`src/sv/pic_pkg.sv`:
```
// ----------------------------------------------------------------------------
// pic_pkg: shared types and constants for the Poisson quantile unit
// Widths, search bound, register indexes and the sequencer state type.
// ----------------------------------------------------------------------------
package pic_pkg;

  // search bound: counts 0 .. SEARCH_LIMIT-1 are tested
  localparam int SEARCH_LIMIT = 100;
  localparam int K_W          = $clog2(SEARCH_LIMIT + 1);

  // field widths
  localparam int P_W      = 48;           // target probability, Q0.48
  localparam int Q_W      = 49;           // term and running sum, Q1.48
  localparam int LAM_W    = 22;           // lambda, 16 fraction bits
  localparam int LAM_FRAC = 16;
  localparam int OUT_W    = 7;

  // configuration port
  localparam int CFG_W     = Q_W;
  localparam int CFG_IDX_W = 2;

  typedef enum logic [CFG_IDX_W-1:0] {
    REG_RATE_LAMBDA  = 2'd0,
    REG_EXP_NEG_RATE = 2'd1
  } cfg_reg_t;

  // product term * lambda, split into chunks of the term
  localparam int PROD_W     = Q_W + LAM_W;
  localparam int SCALED_W   = PROD_W - LAM_FRAC;
  localparam int MUL_CHUNKS = 3;
  localparam int CH_W       = (Q_W + MUL_CHUNKS - 1) / MUL_CHUNKS;
  localparam int CHS_W      = $clog2(MUL_CHUNKS);
  localparam int PP_W       = CH_W + LAM_W;

  // divider: quotient bits retired per cycle
  localparam int DIV_BITS  = 8;
  localparam int DIV_STEPS = (SCALED_W + DIV_BITS - 1) / DIV_BITS;
  localparam int DIV_W     = DIV_STEPS * DIV_BITS;

  // shared step counter covers both multiply and divide passes
  localparam int CNT_W = $clog2(DIV_STEPS + MUL_CHUNKS + 1);

  localparam logic [Q_W-1:0] Q_MAX      = {Q_W{1'b1}};
  localparam logic [Q_W-1:0] EXP_RESET  = {1'b1, {(Q_W-1){1'b0}}};

  typedef enum logic [2:0] {
    S_IDLE,
    S_ADD,
    S_MUL,
    S_DIV,
    S_DONE
  } state_t;

endpackage

```
`src/sv/poisson_inverse_cdf.sv`:
```
// ----------------------------------------------------------------------------
// poisson_inverse_cdf: Poisson quantile by a sequential CDF scan
// Accumulates Poisson terms from e^-lambda until the running sum reaches the
// target probability; each next term comes from a shared chunked multiplier
// and a radix-256 divider under a small sequencer.
// ----------------------------------------------------------------------------
//  channel | handshake            | word
//  --------+----------------------+-------------------------------------
//  in      | in_valid / in_stall  | prob_in     (48 b, Q0.48)
//  out     | out_valid / out_stall| quantile_k  (7 b)
//  cfg     | cfg_we               | cfg_index, cfg_data (49 b)
//
//  Each count tested takes one add and compare, a pass through the 17x22
//  multiplier (three partial products and accumulate) and the divider
//  steps. The full search tests at most 100 counts.
//  in_stall is high while a word is being worked on; one finished result may
//  wait in the output register while the next word is taken.
//  rst (synchronous) resets the sequencer, out_valid, lambda and e^-lambda.
// ----------------------------------------------------------------------------
module poisson_inverse_cdf
  import pic_pkg::*;
(
  input  logic                 clk,
  input  logic                 rst,
  // configuration
  input  logic                 cfg_we,
  input  logic [CFG_IDX_W-1:0] cfg_index,
  input  logic [CFG_W-1:0]     cfg_data,
  // input word
  input  logic                 in_valid,
  output logic                 in_stall,
  input  logic [P_W-1:0]       prob_in,
  // result word
  output logic                 out_valid,
  input  logic                 out_stall,
  output logic [OUT_W-1:0]     quantile_k
);

  state_t state, state_next;

  logic [LAM_W-1:0]  rate_lambda;
  logic [Q_W-1:0]    exp_neg_rate;

  logic [P_W-1:0]    prob;
  logic [Q_W-1:0]    term;
  logic [Q_W-1:0]    sum;
  logic [K_W-1:0]    k;
  logic [K_W-1:0]    result;
  logic [CNT_W-1:0]  cnt;
  logic [PP_W-1:0]   prod;
  logic [PROD_W-1:0] acc;
  logic [DIV_W-1:0]  dq;
  logic [K_W-1:0]    rem;

  logic [Q_W:0]                 sum_wide;
  logic [Q_W-1:0]               sum_sat;
  logic                         reached;
  logic [CH_W*MUL_CHUNKS-1:0]   term_pad;
  logic [CHS_W-1:0]             chunk_sel;
  logic [CH_W-1:0]              chunk;
  logic [PROD_W-1:0]            acc_add;
  logic [K_W-1:0]               divisor;
  logic [DIV_W-1:0]             dq_next;
  logic [K_W-1:0]               rem_next;
  logic [K_W:0]                 r2;
  logic [Q_W-1:0]               quot_sat;
  logic                         out_free;

  // configuration registers
  always_ff @(posedge clk) begin
    if (rst) begin
      rate_lambda  <= '0;
      exp_neg_rate <= EXP_RESET;
    end else if (cfg_we) begin
      case (cfg_index)
        REG_RATE_LAMBDA:  rate_lambda  <= cfg_data[LAM_W-1:0];
        REG_EXP_NEG_RATE: exp_neg_rate <= cfg_data[Q_W-1:0];
        default: ;
      endcase
    end
  end

  // running sum with saturation and compare against the target
  assign sum_wide = {1'b0, sum} + {1'b0, term};
  assign sum_sat  = sum_wide[Q_W] ? Q_MAX : sum_wide[Q_W-1:0];
  assign reached  = sum_sat >= {1'b0, prob};

  // chunked multiply, most significant chunk first
  assign term_pad  = (CH_W*MUL_CHUNKS)'(term);
  assign chunk_sel = CHS_W'(MUL_CHUNKS - 1) - cnt[CHS_W-1:0];
  assign chunk     = term_pad[chunk_sel*CH_W +: CH_W];
  assign acc_add   = (acc << CH_W) + PROD_W'(prod);

  // radix-256 long division by k+1: eight restoring steps per cycle
  assign divisor = k + K_W'(1);

  always_comb begin
    dq_next  = dq;
    rem_next = rem;
    r2       = '0;
    for (int i = 0; i < DIV_BITS; i++) begin
      r2      = {rem_next, dq_next[DIV_W-1]};
      dq_next = {dq_next[DIV_W-2:0], 1'b0};
      if (r2 >= {1'b0, divisor}) begin
        r2         = r2 - {1'b0, divisor};
        dq_next[0] = 1'b1;
      end
      rem_next = r2[K_W-1:0];
    end
  end

  assign quot_sat = (|dq_next[DIV_W-1:Q_W]) ? Q_MAX : dq_next[Q_W-1:0];

  assign out_free = !out_valid || !out_stall;

  // state register
  always_ff @(posedge clk) begin
    if (rst) begin
      state <= S_IDLE;
    end else begin
      state <= state_next;
    end
  end

  // next state and input stall
  always_comb begin
    state_next = state;
    in_stall   = 1'b1;
    case (state)
      S_IDLE: begin
        in_stall = 1'b0;
        if (in_valid) state_next = S_ADD;
      end
      S_ADD: begin
        if (reached || k == K_W'(SEARCH_LIMIT - 1)) state_next = S_DONE;
        else state_next = S_MUL;
      end
      S_MUL: begin
        if (cnt == CNT_W'(MUL_CHUNKS)) state_next = S_DIV;
      end
      S_DIV: begin
        if (cnt == CNT_W'(DIV_STEPS - 1)) state_next = S_ADD;
      end
      S_DONE: begin
        if (out_free) state_next = S_IDLE;
      end
      default: state_next = S_IDLE;
    endcase
  end

  // datapath
  always_ff @(posedge clk) begin
    case (state)
      S_IDLE: begin
        if (in_valid) begin
          prob <= prob_in;
          term <= exp_neg_rate;
          sum  <= '0;
          k    <= '0;
        end
      end
      S_ADD: begin
        sum <= sum_sat;
        cnt <= '0;
        acc <= '0;
        if (reached) result <= k;
        else result <= K_W'(SEARCH_LIMIT);
      end
      S_MUL: begin
        if (cnt != CNT_W'(MUL_CHUNKS)) prod <= chunk * rate_lambda;
        if (cnt != '0) acc <= acc_add;
        if (cnt == CNT_W'(MUL_CHUNKS)) begin
          // keep floor(term*lambda / 2^16) as the dividend
          dq  <= DIV_W'(acc_add[PROD_W-1:LAM_FRAC]);
          rem <= '0;
          cnt <= '0;
        end else begin
          cnt <= cnt + CNT_W'(1);
        end
      end
      S_DIV: begin
        dq  <= dq_next;
        rem <= rem_next;
        cnt <= cnt + CNT_W'(1);
        if (cnt == CNT_W'(DIV_STEPS - 1)) begin
          term <= quot_sat;
          k    <= k + K_W'(1);
        end
      end
      default: ;
    endcase
  end

  // output register: load when the previous word has gone
  always_ff @(posedge clk) begin
    if (rst) begin
      out_valid <= 1'b0;
    end else if (state == S_DONE && out_free) begin
      out_valid <= 1'b1;
    end else if (!out_stall) begin
      out_valid <= 1'b0;
    end
  end

  always_ff @(posedge clk) begin
    if (state == S_DONE && out_free) quantile_k <= OUT_W'(result);
  end

endmodule

```
`config.mk`:
```
export PLATFORM = sky130hd
export DESIGN_NAME = poisson_inverse_cdf
export DESIGN_NICKNAME = d
export VERILOG_FILES = /design/src/sv/pic_pkg.sv /design/src/sv/poisson_inverse_cdf.sv
export SDC_FILE = /design/constraint.sdc
export NUM_CORES = 2
export LEC_CHECK = 0
export ABC_CLOCK_PERIOD_IN_PS = 25900
export BUFFER_PORTS_ARGS = -buffer_cell sky130_fd_sc_hd__buf_4
export CORE_MARGIN = 2
export CORE_UTILIZATION = 50
export CTS_CLUSTER_SIZE = 14
export DETAILED_ROUTE_END_ITERATION = 10
export GPL_TIMING_DRIVEN = 0
export PLACE_DENSITY = 0.63
export SLEW_MARGIN = 0
export SYNTH_ARGS = -nofsm -noshare
export SYNTH_HDL_FRONTEND = slang
export SYNTH_SLANG_ARGS = --single-unit
export TNS_END_PERCENT = 30
```
`constraint.sdc`:
```
create_clock -name clk -period 25.9 [get_ports clk]
set_input_delay 2.59 -clock clk [delete_from_list [all_inputs] [get_ports clk]]
set_output_delay 2.59 -clock clk [all_outputs]
set_load 0.005 [all_outputs]
```
==> results_tabular.tex <==
\begin{tabular}{lr}
\hline
Metric & Value \\
\hline
\multicolumn{2}{l}{\textbf{STA}} \\
Number of endpoints failing setup at the final stage & 0 \\
Final critical-path share of the clock period & 0.822 \\
Achievable Freq & around 47 MHz \\
Post-Route Setup TNS & 0 ns \\
Post-layout minimum cycle time & approximately 21 ns \\
Max transition margin & 0.116 \\
Slew Limit Fails & 0 \\
Worst setup skew after layout & 0.0264 ns \\
Transition at the pin with the smallest max-transition slack & 1.32 ns \\
Final hold violations & 0 \\
Setup repair after global routing missed its margin & false \\
\multicolumn{2}{l}{\textbf{Finish}} \\
Commonest cells after routing, fill and taps aside & nand2\_1, inv\_1, edfxtp\_1 \\
Final Net Count & 4537 \\
N\_diodes & 0 \\
Number of inserted filler cells in the final layout & about 6300 \\
Synth-to-layout area growth & 10.4\% \\
Most common cell after layout, fill and taps aside & nand2\_1 \\
Ratio of cells with drive above 1 in the final layout & 0.0693 \\
\multicolumn{2}{l}{\textbf{Global routing}} \\
Vias in the first global route & roughly 26000 \\
Number of antenna violations at the first check in global routing & 1 \\
Wire length of the first global-routing pass & 152000 um \\
Gr usage total & 0.280 \\
Largest net degree at the start of global routing & 36 \\
Total global routing overflow & 0 \\
\multicolumn{2}{l}{\textbf{Synthesis}} \\
Post-synth EDFFs & approximately 330 \\
Fraction of the mapped netlist area in adder cells & 0.281 \\
Synth top area cells & edfxtp\_1, fa\_1, ha\_1 \\
Share of synthesized area spent on multiplexers & 0.0158 \\
Post-synthesis xor/xnor area fraction & 0.0412 \\
Synth cell types & 90 \\
Yosys warns & 0 \\
Fraction of registers with async set or reset after synthesis & 0 \\
Count of state elements after synthesis & 402 \\
Post-Synth Simple-Gate Area & 0.159 \\
Proportion of synthesized chip area in sequential cells & 0.324 \\
Gate count of the mapped netlist & 3669 \\
Top flip-flop cell by instance count after synthesis & edfxtp\_1 \\
Synthesized netlist net count & 4372 \\
Post-Syn Area per Cell & 9.53 um\^{}2 \\
Post-synthesis compound-gate area fraction & 0.113 \\
Post-synthesis cell area & about 0.035 mm\^{}2 \\
Most area-hungry cell type in the Yosys netlist & edfxtp\_1 \\
Combinational family with the most area after synthesis & adder cells \\
Share of the synthesized area in the top cell type & 0.281 \\
\multicolumn{2}{l}{\textbf{Clock tree}} \\
Clk slew on worst S/H paths & 0.06 ns \\
Resized Gates After CTS & 0 \\
Number of buffers inserted by hold repair at cts & 0 \\
CTS tree & done \\
Number of H-tree levels & 2 \\
Clock insertion delay at the later pin of the skew report & 0.59 ns \\
Root buffer cell & clkbuf\_16 \\
Clock Tree Buf Depth & 3 \\
Num CTS Buffers & 43 \\
Clk sinks & 402 \\
Number of buffers inserted by post-CTS setup repair & 0 \\
\multicolumn{2}{l}{\textbf{Floorplanning}} \\
Starting density of the core & 0.507 \\
Area of the die & about 0.07 mm\^{}2 \\
Cell Rows & 96 \\
DIE WIDTH & 268 um \\
Placeable Area & 0.0689 mm\^{}2 \\
Count of boundary I/O pins & roughly 110 \\
Die Y-Extent & 268 um \\
\multicolumn{2}{l}{\textbf{Worst setup path}} \\
Data arrival time of the critical path & approximately 22 ns \\
Critical path endpoint category & flop \\
Critical Path Start Type & flop \\
Slowest library cell on the worst path & xor2\_1 \\
Worst-path fanout max & 10 \\
Slowest cell delay on critical path & between 1 and 1.5 ns \\
Crit Path Category & reg2reg \\
CP dominant cell by count & a21oi\_1 \\
Critical path required time & roughly 26 ns \\
\multicolumn{2}{l}{\textbf{Place}} \\
HPWL reported at the end of detailed placement & 80200 um \\
Final weighted congestion in routability-driven placement & $\sim$0.96 \\
Count of buffers from port buffering & about 110 \\
\multicolumn{2}{l}{\textbf{Routing}} \\
Routed Wire Length & roughly 100000 um \\
Average wire length per cell after detail routing & between 20 and 25 um \\
Count of routing violations after the opening detailed-route iteration & 1936 \\
Antenna-violating nets left & 0 \\
Number of design rule violations left after detail routing & 0 \\
DR vias/cell & 5.52 \\
Total vias in the final route & 26500 \\
First-pass DRT Iterations & 7 \\
\multicolumn{2}{l}{\textbf{Flow run}} \\
Max capacitance violation total & 0 \\
\multicolumn{2}{l}{\textbf{Status}} \\
Status & finished, final reports clean \\
\multicolumn{2}{l}{\textbf{Min path}} \\
Class of the most critical hold timing path & reg2reg \\
\hline
\end{tabular}
-- layer usage --
layer / global-route usage / routed length [um] / share of wire
met2: 0.464 / 46900 / 0.47
met1: 0.375 / 41800 / 0.42
met4: 0.0887 / 3350 / 0.034
met3: 0.0479 / 7470 / 0.075
met5: 0 / 0 / 0
-- stage by stage --
stage	utilization	instance area [um^2]	cells	worst slack [ns]	hold WS, ns
global placement	0.536	37000	4712	4.54	0.402
floorplan	-	35000	3669	8.88	0.400
finish	0.560	38600	4799	4.61	0.415
global route	0.560	38600	4799	3.23	0.416
CTS	0.560	38600	4799	4.67	0.415
detailed placement	0.540	37200	4720	4.76	0.405
-- cells in the mapped netlist (all sizes together) (19+ instances only) --
master and n:
o21ai 136, xnor2 89, mux2i 19, nor2 183, buf 29, edfxtp 327
nor2b 31, dfxtp 75, nand4 29, xor2 72, fa 309, nand3 73
o21bai 25, and3 20, nor3 28, and2 168, mux2 32, nand2b 28
a21o 73, inv 466, ha 290, o21a 27, a21oi 251, clkbuf 125
nand2 586
-- sequential cells by signal (all words and copies together), names as in the netlist --
name and count:
rate_lambda 22, k 7, cnt 4, acc 54
state 3, term 49, sum 49, out_valid 1
rem 7, exp_neg_rate 49, prob 48, prod 39
quantile_k 7, dq 56, result 7
-- critical path, delay by kind of cell (launching register included) --
family	cells	cell delay, ns
AOI/OAI and AO/OA	48	10.78
adders and majority gates	8	3.22
muxes	6	2.44
and+or+nand+nor	12	2.40
xor gates and xnor gates	1	1.02
buffers and inverters	5	0.66
DFF	1	0.45
-- cell families after synthesis --
logic type,Yosys count
AO/OA/AOI/OAI,633
XOR/XNOR,162
adder cells (fa/ha/maj),600
buffers and inverters,620
flip-flops,402
multiplexers,51
AND/OR/NAND/NOR,1201
-- worst paths after layout --
path / endpoint / startpoint / depth (start not counted) / slack, ns
worst min-delay path: quantile_k[4] / result[4] / 0 / 0.41
worst max register to register: term[0] / k[0] / 80 / 4.61
worst max-delay path: term[0] / k[0] / 80 / 4.61
worst min register to register: quantile_k[4] / result[4] / 0 / 0.41
-- cell type report --
class | instances | area, um^2 | area share
plain buffers | 154 | 587 | 0.0152
inverters | 466 | 1750 | 0.0454
flip-flops and latches | 402 | 11300 | 0.293
repair buffers | 120 | 1020 | 0.0263
multi-input cells | 2647 | 21400 | 0.554
clock inverters | 15 | 139 | 0.00360
well taps | 931 | 1160 | 0.0302
clock buffers | 64 | 1240 | 0.0321
Power is left out: the tool's default activity adds up to more than one toggle a clock period on the data nets, which glitch-free logic cannot reach.
